## src/vgbs_pkg.sv

```systemverilog
// Shared types, codes, defaults and saturating vector math for the splatter core.
// No dependencies.
package vgbs_pkg;

  localparam int DEF_MAP_WIDTH      = 64;
  localparam int DEF_MAP_HEIGHT     = 64;
  localparam int DEF_MAP_DEPTH      = 64;
  localparam int DEF_MAX_ENTITY_DIM = 255;

  localparam int WORD_BITS   = 64;
  localparam int DIRTY_MIN_W = 16;
  localparam int DIRTY_MAX_W = 15;

  typedef enum logic [1:0] {
    ACT_LOAD  = 2'd0,
    ACT_VOXEL = 2'd1,
    ACT_READ  = 2'd2,
    ACT_CLEAR = 2'd3
  } action_t;

  localparam logic [2:0] SEL_ORIGIN = 3'd0;
  localparam logic [2:0] SEL_STEP_I = 3'd1;
  localparam logic [2:0] SEL_STEP_J = 3'd2;
  localparam logic [2:0] SEL_STEP_K = 3'd3;
  localparam logic [2:0] SEL_DIMS   = 3'd4;

  typedef struct packed {
    logic signed [31:0] x;
    logic signed [31:0] y;
    logic signed [31:0] z;
  } vec3_t;

  // one command per committed beat
  typedef struct packed {
    logic       load_vec;
    logic [1:0] vec_idx;
    logic       load_dim;
    logic       step;
    vec3_t      vec;
  } walk_cmd_t;

  typedef struct packed {
    vec3_t pos;
    logic  pending;
    logic  pending_nxt;
  } walk_stat_t;

  function automatic logic signed [31:0] sat_add(input logic signed [31:0] a,
                                                 input logic signed [31:0] b);
    logic signed [32:0] s;
    s = {a[31], a} + {b[31], b};
    if (s[32] != s[31]) begin
      return s[32] ? 32'sh8000_0000 : 32'sh7fff_ffff;
    end
    return s[31:0];
  endfunction

  function automatic vec3_t vec_add(input vec3_t a, input vec3_t b);
    vec3_t r;
    r.x = sat_add(a.x, b.x);
    r.y = sat_add(a.y, b.y);
    r.z = sat_add(a.z, b.z);
    return r;
  endfunction

endpackage

```

## src/vgbs_addr.sv

```systemverilog
// Inside test and bitmap address generation for a Q16.16 walk position.
// Depends on vgbs_pkg.
module vgbs_addr #(
  parameter int MAP_WIDTH  = vgbs_pkg::DEF_MAP_WIDTH,
  parameter int MAP_HEIGHT = vgbs_pkg::DEF_MAP_HEIGHT,
  parameter int MAP_DEPTH  = vgbs_pkg::DEF_MAP_DEPTH,
  localparam int BIT_W     = $clog2(MAP_WIDTH * MAP_HEIGHT * MAP_DEPTH),
  localparam int WORD_AW   = BIT_W - 6,
  localparam int BYTE_W    = BIT_W - 3
) (
  input  vgbs_pkg::vec3_t     pos,
  output logic                in_map,
  output logic [WORD_AW-1:0]  word_addr,
  output logic [5:0]          bit_ofs,
  output logic [BYTE_W-1:0]   byte_idx
);

  localparam int X_W = $clog2(MAP_WIDTH);
  localparam int Y_W = $clog2(MAP_HEIGHT);
  localparam int Z_W = $clog2(MAP_DEPTH);

  logic [15:0]      cx, cy, cz;
  logic             in_x, in_y, in_z;
  logic [BIT_W-1:0] bit_idx;

  assign cx = pos.x[31:16];
  assign cy = pos.y[31:16];
  assign cz = pos.z[31:16];

  assign in_x = !pos.x[31] && (cx < 16'(MAP_WIDTH));
  assign in_y = !pos.y[31] && (cy < 16'(MAP_HEIGHT));
  assign in_z = !pos.z[31] && (cz < 16'(MAP_DEPTH));
  assign in_map = in_x && in_y && in_z;

  // b = (z * H + y) * W + x
  assign bit_idx = (BIT_W'(cz[Z_W-1:0]) * BIT_W'(MAP_HEIGHT) + BIT_W'(cy[Y_W-1:0]))
                   * BIT_W'(MAP_WIDTH) + BIT_W'(cx[X_W-1:0]);

  assign word_addr = bit_idx[BIT_W-1:6];
  assign bit_ofs   = bit_idx[5:0];
  assign byte_idx  = bit_idx[BIT_W-1:3];

endmodule

```

## config.mk

```make
export PLATFORM = sky130hd
export DESIGN_NAME = vgbs_addr
export DESIGN_NICKNAME = d
export VERILOG_FILES = /design/src/vgbs_pkg.sv /design/src/vgbs_addr.sv
export SDC_FILE = /design/constraint.sdc
export NUM_CORES = 1
export LEC_CHECK = 0
export ABC_AREA = 1
export BUFFER_PORTS_ARGS = -buffer_cell sky130_fd_sc_hd__buf_4
export CAP_MARGIN = 15
export CELL_PAD_IN_SITES_DETAIL_PLACEMENT = 1
export CELL_PAD_IN_SITES_GLOBAL_PLACEMENT = 2
export CORE_ASPECT_RATIO = 0.6
export CORE_MARGIN = 2
export CORE_UTILIZATION = 10
export DETAILED_ROUTE_END_ITERATION = 10
export PLACE_DENSITY_LB_ADDON = 0.12
export SETUP_SLACK_MARGIN = 0.2
export SLEW_MARGIN = 20
export SYNTH_ARGS = -nofsm -noshare
export SYNTH_HDL_FRONTEND = slang
export SYNTH_SLANG_ARGS = --single-unit
```

## constraint.sdc

```tcl
create_clock -name vclk -period 1.4
set_clock_uncertainty 0.2 [all_clocks]
set_input_delay 0 -clock vclk [all_inputs]
set_output_delay 0 -clock vclk [all_outputs]
set_load 0.03 [all_outputs]
```

==> run metrics <==
outcome=finished clean; Lkg Pwr=0.262 nW; Crit Path Max Fanout=2; n_diodes=0; Post-CTS Repair Setup Buffers=0; sw frac=59.2%; unrepaired setup endpoints after global routing=no; post-synth top area share=69.0%; crit-path cells=dlygate4sd3_1; Reg power frac=0%; gr usage total=3.97%; die span in x=81.4 um; Avg WL per Cell=7.72 um; achievable clock frequency=888 MHz; most instantiated cells after synthesis=33 x buf_4, 19 x nor2_1, 9 x nand2_1, 1 x or2_1; YS warnings=0; detailed-route DRC error count=0; Synth Instances=62; net count reported at finish=176; max-cap viol count=0; post-synthesis sequential area ratio=0%; WHS=215 ps; Initial Utilization=10.7%; vias in the first global route=364; count leader, synth=buf_4; first-pass GRT wire length=1.39 mm; post-synthesis cell area=359 um2; Vias/cell=3.05; number of buffer and inverter stages on the critical path=1; Pre-Repair DR Iteration Count=1; chip height=50.4 um; Setup crit end kind=primary output; Pint=0.0927 mW; Fin. Hold Viols=0; worst IR drop on VDD=0.124 mV; Crit path largest cell delay=920 ps; CP startpoint kind=input port; setup TNS=0 ps; crit share post-route=80.5%; Slew Viols, Final=0; Detail Route Antenna Nets=0; total die area=4100 um2; pwr dens=392 nW/um2; Mean Syn Cell Area=5.79 um2; Synth area leader=buf_4; Critical-path top delay cell=dlygate4sd3_1; syn_nets=158; Core Area=3340 um2; Worst EP arrival=930 ps; Psw=0.135 mW; Rel. slew slack=59.4%; Final HPWL DP=657 um; WP data required=1200 ps; Setup Crit Path Kind=in -> out; Hold Crit Class=in -> out; worst-margin pin slew=606 ps; area grow syn2layout=61.7%; logic gate share of total power=100.0%; routability cong.=0.566; minimum clock period=1130 ps; CP delay by family, top=buffers and inverters; layout cells sized above 1=39.7%; I/O pin total=130; routed via count=375; Sequential Area=0 um2; clkbuf count=0; ranking of synthesized cells by area=buf_4 69%, nor2_1 20%, nand2_1 9.4%; antenna violations before repair=0; endpoints failing setup=0; sequential cells=0; # rows=16; GRT overflow=0; final core occ=17.4%; Total Wirelength=950 um; Clk network pwr share=0%; pin count of the biggest net entering global routing=3; DR iter-0 viols=0; Yosys cell types=4; IO Port Bufs=31
==> repair_timing <==
action                                  in CTS  in global routing
resized for setup                            0                  0
hold endpoints to repair                    33                  0
endpoints found under the setup margin       0                  0
hold buffers                                18                  0
==> cell families after synthesis <==
| family | count (synthesis) | synth area share (%) |
|---|---|---|
| buffers and inverters | 33 | 69.0 |
| and+or+nand+nor | 29 | 31.0 |
==> power by group through the flow <==
stage | Combinational [mW] | Clock, mW | Sequential, mW
2_1_floorplan | 0.189 | 0 | 0
3_3_place_gp | 0.0769 | 0 | 0
3_5_place_dp | 0.0772 | 0 | 0
4_1_cts | 0.229 | 0 | 0
5_1_grt | 0.240 | 0 | 0
6_report | 0.227 | 0 | 0
==> layout by cell type, fill, tap and decap left out <==
cell	Yosys	final
nand2_1	9	9
or2_1	1	1
buf_4	33	31
nor2_1	19	19
dlygate4sd3_1	0	18
==> cell type report <==
type | instances | area, um2
Tap cell | 45 | 56.3
Multi-Input combinational cell | 29 | 111
Timing Repair Buffer | 49 | 413
Fill cell | 415 | 2760
==> per-stage QoR <==
stage	worst slack, ps	power, mW	area, um2	std cells
after floorplan	429	0.189	359	62
after global placement	440	0.0769	400	105
after detailed placement	437	0.0772	400	105
after CTS	279	0.229	581	123
after global routing	257	0.240	581	123
final	273	0.227	581	123
==> path summary, 6_finish.rpt <==
| path | from | endpoint | slack, ps | depth (start not counted) |
|---|---|---|---|---|
| worst max-delay path | pos[50] | word_addr[2] | 270 | 1 |
| worst min-delay path | pos[55] | in_map | 220 | 7 |
==> routing by layer <==
layer	track usage (%)	share of wire (%)	wire length [um]	up-vias
met5	0	0	0	-
li1	-	-	-	185
met3	0.180	11	109	0
met1	4.84	33	317	159
met4	0.565	0	0	0
met2	7.79	55	522	31
No activity file was read; power rests on OpenSTA's default activity.
