<file path="config.mk">
export PLATFORM = sky130hd
export DESIGN_NAME = vgbs_walk
export DESIGN_NICKNAME = d
export VERILOG_FILES = /design/src/vgbs_pkg.sv /design/src/vgbs_walk.sv
export SDC_FILE = /design/constraint.sdc
export NUM_CORES = 2
export LEC_CHECK = 0
export BUFFER_PORTS_ARGS = -buffer_cell sky130_fd_sc_hd__clkbuf_2
export CORE_MARGIN = 3
export CORE_UTILIZATION = 60
export DETAILED_ROUTE_END_ITERATION = 10
export HOLD_SLACK_MARGIN = 0.1
export PLACE_DENSITY_LB_ADDON = 0.25
export SLEW_MARGIN = 30
export SYNTH_ARGS = -nofsm -noshare
export SYNTH_HDL_FRONTEND = slang
export SYNTH_SLANG_ARGS = --single-unit
</file>
<file path="constraint.sdc">
create_clock -name clk -period 6.64 [get_ports clk]
set_clock_uncertainty 0.15 [all_clocks]
set_input_delay 0 -clock clk [delete_from_list [all_inputs] [get_ports clk]]
set_output_delay 0 -clock clk [all_outputs]
set_load 0.01 [all_outputs]
</file>
<file path="src/vgbs_pkg.sv">
// Shared types, codes, defaults and saturating vector math for the splatter core.
// No dependencies.
package vgbs_pkg;

  localparam int DEF_MAP_WIDTH      = 64;
  localparam int DEF_MAP_HEIGHT     = 64;
  localparam int DEF_MAP_DEPTH      = 64;
  localparam int DEF_MAX_ENTITY_DIM = 255;

  localparam int WORD_BITS   = 64;
  localparam int DIRTY_MIN_W = 16;
  localparam int DIRTY_MAX_W = 15;

  typedef enum logic [1:0] {
    ACT_LOAD  = 2'd0,
    ACT_VOXEL = 2'd1,
    ACT_READ  = 2'd2,
    ACT_CLEAR = 2'd3
  } action_t;

  localparam logic [2:0] SEL_ORIGIN = 3'd0;
  localparam logic [2:0] SEL_STEP_I = 3'd1;
  localparam logic [2:0] SEL_STEP_J = 3'd2;
  localparam logic [2:0] SEL_STEP_K = 3'd3;
  localparam logic [2:0] SEL_DIMS   = 3'd4;

  typedef struct packed {
    logic signed [31:0] x;
    logic signed [31:0] y;
    logic signed [31:0] z;
  } vec3_t;

  // one command per committed beat
  typedef struct packed {
    logic       load_vec;
    logic [1:0] vec_idx;
    logic       load_dim;
    logic       step;
    vec3_t      vec;
  } walk_cmd_t;

  typedef struct packed {
    vec3_t pos;
    logic  pending;
    logic  pending_nxt;
  } walk_stat_t;

  function automatic logic signed [31:0] sat_add(input logic signed [31:0] a,
                                                 input logic signed [31:0] b);
    logic signed [32:0] s;
    s = {a[31], a} + {b[31], b};
    if (s[32] != s[31]) begin
      return s[32] ? 32'sh8000_0000 : 32'sh7fff_ffff;
    end
    return s[31:0];
  endfunction

  function automatic vec3_t vec_add(input vec3_t a, input vec3_t b);
    vec3_t r;
    r.x = sat_add(a.x, b.x);
    r.y = sat_add(a.y, b.y);
    r.z = sat_add(a.z, b.z);
    return r;
  endfunction

endpackage

</file>
<file path="src/vgbs_walk.sv">
// Entity walker: step vectors, extents, loop counters and the incremental position.
// Depends on vgbs_pkg.
module vgbs_walk #(
  parameter int MAX_ENTITY_DIM = vgbs_pkg::DEF_MAX_ENTITY_DIM,
  localparam int DIM_W         = $clog2(MAX_ENTITY_DIM + 1)
) (
  input  logic                 clk,
  input  logic                 rst_n,
  input  vgbs_pkg::walk_cmd_t  cmd,
  output vgbs_pkg::walk_stat_t stat
);

  // 0 origin, 1 step i, 2 step j, 3 step k
  vgbs_pkg::vec3_t vec_r [4];
  vgbs_pkg::vec3_t vec_nxt [4];
  logic [DIM_W-1:0] ext_r [3];
  logic [DIM_W-1:0] ext_nxt [3];
  logic [DIM_W-1:0] cnt_i_r, cnt_j_r, cnt_k_r;
  logic [DIM_W-1:0] cnt_i_nxt, cnt_j_nxt, cnt_k_nxt;
  vgbs_pkg::vec3_t  walk_r, row_r, plane_r;
  vgbs_pkg::vec3_t  walk_nxt, row_nxt, plane_nxt;
  vgbs_pkg::vec3_t  origin_new, row_step, plane_step;
  logic [DIM_W-1:0] i_inc, j_inc;

  function automatic logic [DIM_W-1:0] clamp_dim(input logic signed [31:0] v);
    if (v < 0) begin
      return '0;
    end else if (v > $signed(32'(MAX_ENTITY_DIM))) begin
      return DIM_W'(MAX_ENTITY_DIM);
    end
    return v[DIM_W-1:0];
  endfunction

  function automatic logic is_pending(input logic [DIM_W-1:0] e0, input logic [DIM_W-1:0] e1,
                                      input logic [DIM_W-1:0] e2, input logic [DIM_W-1:0] k);
    return (|e0) && (|e1) && (|e2) && (k < e2);
  endfunction

  always_comb begin
    vec_nxt    = vec_r;
    ext_nxt    = ext_r;
    cnt_i_nxt  = cnt_i_r;
    cnt_j_nxt  = cnt_j_r;
    cnt_k_nxt  = cnt_k_r;
    walk_nxt   = walk_r;
    row_nxt    = row_r;
    plane_nxt  = plane_r;
    origin_new = (cmd.load_vec && cmd.vec_idx == 2'd0) ? cmd.vec : vec_r[0];
    i_inc      = DIM_W'(cnt_i_r + 1'b1);
    j_inc      = DIM_W'(cnt_j_r + 1'b1);
    row_step   = vgbs_pkg::vec_add(row_r, vec_r[2]);
    plane_step = vgbs_pkg::vec_add(plane_r, vec_r[3]);

    if (cmd.load_vec) begin
      vec_nxt[cmd.vec_idx] = cmd.vec;
    end
    if (cmd.load_dim) begin
      ext_nxt[0] = clamp_dim(cmd.vec.x);
      ext_nxt[1] = clamp_dim(cmd.vec.y);
      ext_nxt[2] = clamp_dim(cmd.vec.z);
    end

    if (cmd.load_vec || cmd.load_dim) begin
      // any load restarts the walk at the origin
      cnt_i_nxt = '0;
      cnt_j_nxt = '0;
      cnt_k_nxt = '0;
      walk_nxt  = origin_new;
      row_nxt   = origin_new;
      plane_nxt = origin_new;
    end else if (cmd.step) begin
      if (i_inc < ext_r[0]) begin
        cnt_i_nxt = i_inc;
        walk_nxt  = vgbs_pkg::vec_add(walk_r, vec_r[1]);
      end else if (j_inc < ext_r[1]) begin
        // next row
        cnt_i_nxt = '0;
        cnt_j_nxt = j_inc;
        row_nxt   = row_step;
        walk_nxt  = row_step;
      end else begin
        // next plane
        cnt_i_nxt = '0;
        cnt_j_nxt = '0;
        cnt_k_nxt = DIM_W'(cnt_k_r + 1'b1);
        plane_nxt = plane_step;
        row_nxt   = plane_step;
        walk_nxt  = plane_step;
      end
    end
  end

  always_ff @(posedge clk) begin
    if (!rst_n) begin
      for (int n = 0; n < 4; n++) begin
        vec_r[n] <= '0;
      end
      for (int n = 0; n < 3; n++) begin
        ext_r[n] <= '0;
      end
      cnt_i_r <= '0;
      cnt_j_r <= '0;
      cnt_k_r <= '0;
      walk_r  <= '0;
      row_r   <= '0;
      plane_r <= '0;
    end else begin
      vec_r   <= vec_nxt;
      ext_r   <= ext_nxt;
      cnt_i_r <= cnt_i_nxt;
      cnt_j_r <= cnt_j_nxt;
      cnt_k_r <= cnt_k_nxt;
      walk_r  <= walk_nxt;
      row_r   <= row_nxt;
      plane_r <= plane_nxt;
    end
  end

  assign stat.pos         = walk_r;
  assign stat.pending     = is_pending(ext_r[0], ext_r[1], ext_r[2], cnt_k_r);
  assign stat.pending_nxt = is_pending(ext_nxt[0], ext_nxt[1], ext_nxt[2], cnt_k_nxt);

endmodule

</file>
==> impl_metrics.py <==
metrics = {
    "placement": {
        "gp_congestion": 1.04,
        "portBuffers": 200,
        "place_area_sq_um": 47400,
        "dp_hpwl_um": 119000,
    },
    "clock_tree": {
        "insertion_delay_ns": 0.64,
        "max-clock-path-buffers": 3,
        "cts_sinks": 720,
        "cts_made_buffers": 81,
        "cts_tree": "done",
        "clkTransAtPathRegs_ns": 0.06,
        "cts_root_buf": "clkbuf_16",
        "htreeDepth": 3,
        "cts_setup_buffers": 0,
        "ctsResizeCount": 0,
    },
    "drt": {
        "wl_per_cell_um": 24.2,
        "drt_first_pass_iters": 8,
        "detail-route-antenna-nets": 0,
        "drt_iter0_drc": 6290,
        "drc": 0,
        "num_vias": 48900,
        "wl_um": 176000,
        "drt-vias-per-instance": 6.76,
    },
    "outcome": {
        "status": "finished, final reports clean",
    },
    "worst_hold_path": {
        "min_path_cells": 4,
        "hold_start": "cmd[7]",
        "worstHoldEndpoint": "vec_r[103]",
        "hp-class": "primary input to flop",
    },
    "timing": {
        "setup_viol": 0,
        "final.min_clock_period_ns": 5.78,
        "rsz0062_at_grt": "false",
        "finalCritPeriodShare": 0.871,
        "tns_ns": 0,
        "hold_viol_final": 0,
        "worst_pin_slew_ns": 1.10,
        "finalMaxSlewViolations": 0,
        "slew_headroom": 0.260,
        "fin_hold_ws_ns": 0.122,
        "fmax_mhz": 173,
    },
    "setup_path": {
        "start_kind": "flop",
        "cp_max_fo": 26,
        "worstPathArrival_ns": 6.08,
        "path_class": "flop to flop",
        "ff2ff_setup_slack_ns": 0.86,
        "cp_cell_sequence": "ha_1 > inv_1 > fa_1 > nor2b_1 > o31ai_1 > a21oi_1 > o21ai_1 > nor4_1 > o21ai_1 > nor4bb_1 > or2_2 > ha_1 > and3_1 > or2_2 > a21oi_1 > a41oi_1",
        "critPathMaxStageDelay_ns": 0.74,
        "timing.rr.end": "stat[24]",
        "cp.required_ns": 6.94,
        "cp_slowest_cell": "a21oi_1",
        "r2r-start": "stat[2]",
        "rr_worst_depth": 16,
        "worst_setup_path_end_kind": "flop",
    },
    "flow_run": {
        "maxCapViolCount": 0,
    },
    "global_routing": {
        "grt_pass1_vias": 45800,
        "grt_pass1_wl_um": 265000,
        "grt_antenna_before_repair": 4,
        "grt_max_degree": 214,
        "grt_usage": 0.423,
        "grt.overflow.total": 0,
    },
    "die": {
        "dieWidth_um": 282,
        "placement_rows": 100,
        "die_h_um": 282,
        "initial_core_util": 0.611,
        "dieArea_sq_um": 79800,
        "pin_count": 201,
        "core_area_sq_um": 75100,
    },
    "yosys": {
        "async_flop_share": 0,
        "synthDistinctLibCells": 94,
        "synth_edf_count": 0,
        "synth_seq_cells": 720,
        "syn-num-nets": 6475,
        "seq_area_frac_synth": 0.314,
        "syn_area_per_cell_sq_um": 7.60,
        "syn_inst": 6032,
        "synth-warning-count": 0,
        "syn_area_sq_um": 45900,
        "ys.flop_type": "dfxtp_1",
    },
    "finish": {
        "nets": 6652,
        "drive_gt1_frac": 0.0834,
        "area_delta_synth_final_pct": 13.6,
        "layout_common_cells": "nand2_1, a21oi_1, dfxtp_1, nor2_1, o21ai_0",
        "final_area_sq_um": 52100,
        "final_util": 0.694,
        "final_common_cell": "nand2_1",
    },
    "pwr": {
        "power.leakage_uw": 0.0215,
        "worst_ir_drop_vdd_mv": 0.201,
        "powerDensity_nw_per_um2": 229,
    },
}
==> layout make-up <==
type / count / area (sq um)
multi-input combinational: 4843 / 29800
fill: 6213 / 23000
sequential: 720 / 14400
timing repair buffer: 450 / 3390
clock buffer: 114 / 2350
tap: 969 / 1210
inverter: 113 / 432
clock inverter: 31 / 430
antenna: 2 / 5.00
==> kinds of logic (layout without fill, tap and decap cells) <==
group,after synthesis,count (layout),share of synthesized area
flops,720,720,0.314
simple gates,2003,2003,0.191
mux,109,109,0.0241
xor+xnor,233,233,0.0445
other cells,0,2,0
compound gates,2155,2155,0.293
fa+ha+maj,343,343,0.0949
buf+inv,469,708,0.0390
==> Yosys cell counts (47+ instances only) <==
cell,instances,area [sq um]
dfxtp_1,720,14400
nor3_1,76,380
xnor2_1,143,1250
o21bai_1,47,353
clkbuf_1,316,1190
xor2_1,90,788
o21a_1,81,608
nand2_1,875,3280
mux2i_1,99,991
a21oi_1,812,4060
o211ai_1,104,781
o21ai_0,427,2140
ha_1,331,4140
a31oi_1,115,719
a21o_1,138,1040
a211oi_1,64,480
nand3_1,116,581
inv_1,112,420
nor2_1,586,2200
nand2b_1,47,294
==> power breakdown <==
| part | leakage [uW] | total [uW] | internal, uW | switching, uW |
|---|---|---|---|---|
| Sequential | 0.00586 | 4670 | 4520 | 148 |
| Clock | 0.00137 | 4810 | 2860 | 1950 |
| Combinational | 0.0143 | 2430 | 791 | 1640 |
==> routing by layer <==
layer | share of wire | track usage
met1 | 0.40 | 0.557
met2 | 0.42 | 0.642
met3 | 0.12 | 0.102
met4 | 0.060 | 0.224
met5 | 0.00014 | 0
==> worst max-delay path, delay by kind of cell (launching register included) <==
| family | cells | cell delay (ns) |
|---|---|---|
| compound gates | 6 | 1.77 |
| flops | 1 | 0.36 |
| fa+ha+maj | 3 | 1.21 |
| buf+inv | 1 | 0.07 |
| simple gates | 6 | 2.00 |
==> worst max path at each step <==
stage               start        to  slack (ns)
6_report          stat[2]  stat[24]        0.86
5_1_grt           stat[2]  stat[24]        0.46
4_1_cts        cnt_j_r[2]   stat[0]        0.95
3_5_place_dp      stat[6]  stat[24]        1.08
3_3_place_gp      stat[6]  stat[24]        1.17
2_1_floorplan    stat[42]  stat[50]        2.03
==> what timing repair did <==
action,in CTS,in global routing
hold buffers,181,0
endpoints found under the setup margin,0,0
hold endpoints to repair,699,0
==> state kept, by name, indices dropped and copies added (netlist names) <==
| signal | cells |
|---|---|
| cnt_k_r | 8 |
| cnt_j_r | 8 |
| stat | 96 |
| plane_r | 96 |
| cnt_i_r | 8 |
| row_r | 96 |
| ext_r | 24 |
| vec_r | 384 |
==> through the flow <==
step	cells	power, uW	worst slack, ns
3_3_place_gp	6913	6930	1.17
4_1_cts	7239	11800	0.947
6_report	7242	11900	0.858
2_1_floorplan	6032	6170	2.03
3_5_place_dp	6913	6970	1.08
5_1_grt	7240	12200	0.464
Note: power is estimated with default switching activity, not from simulation.
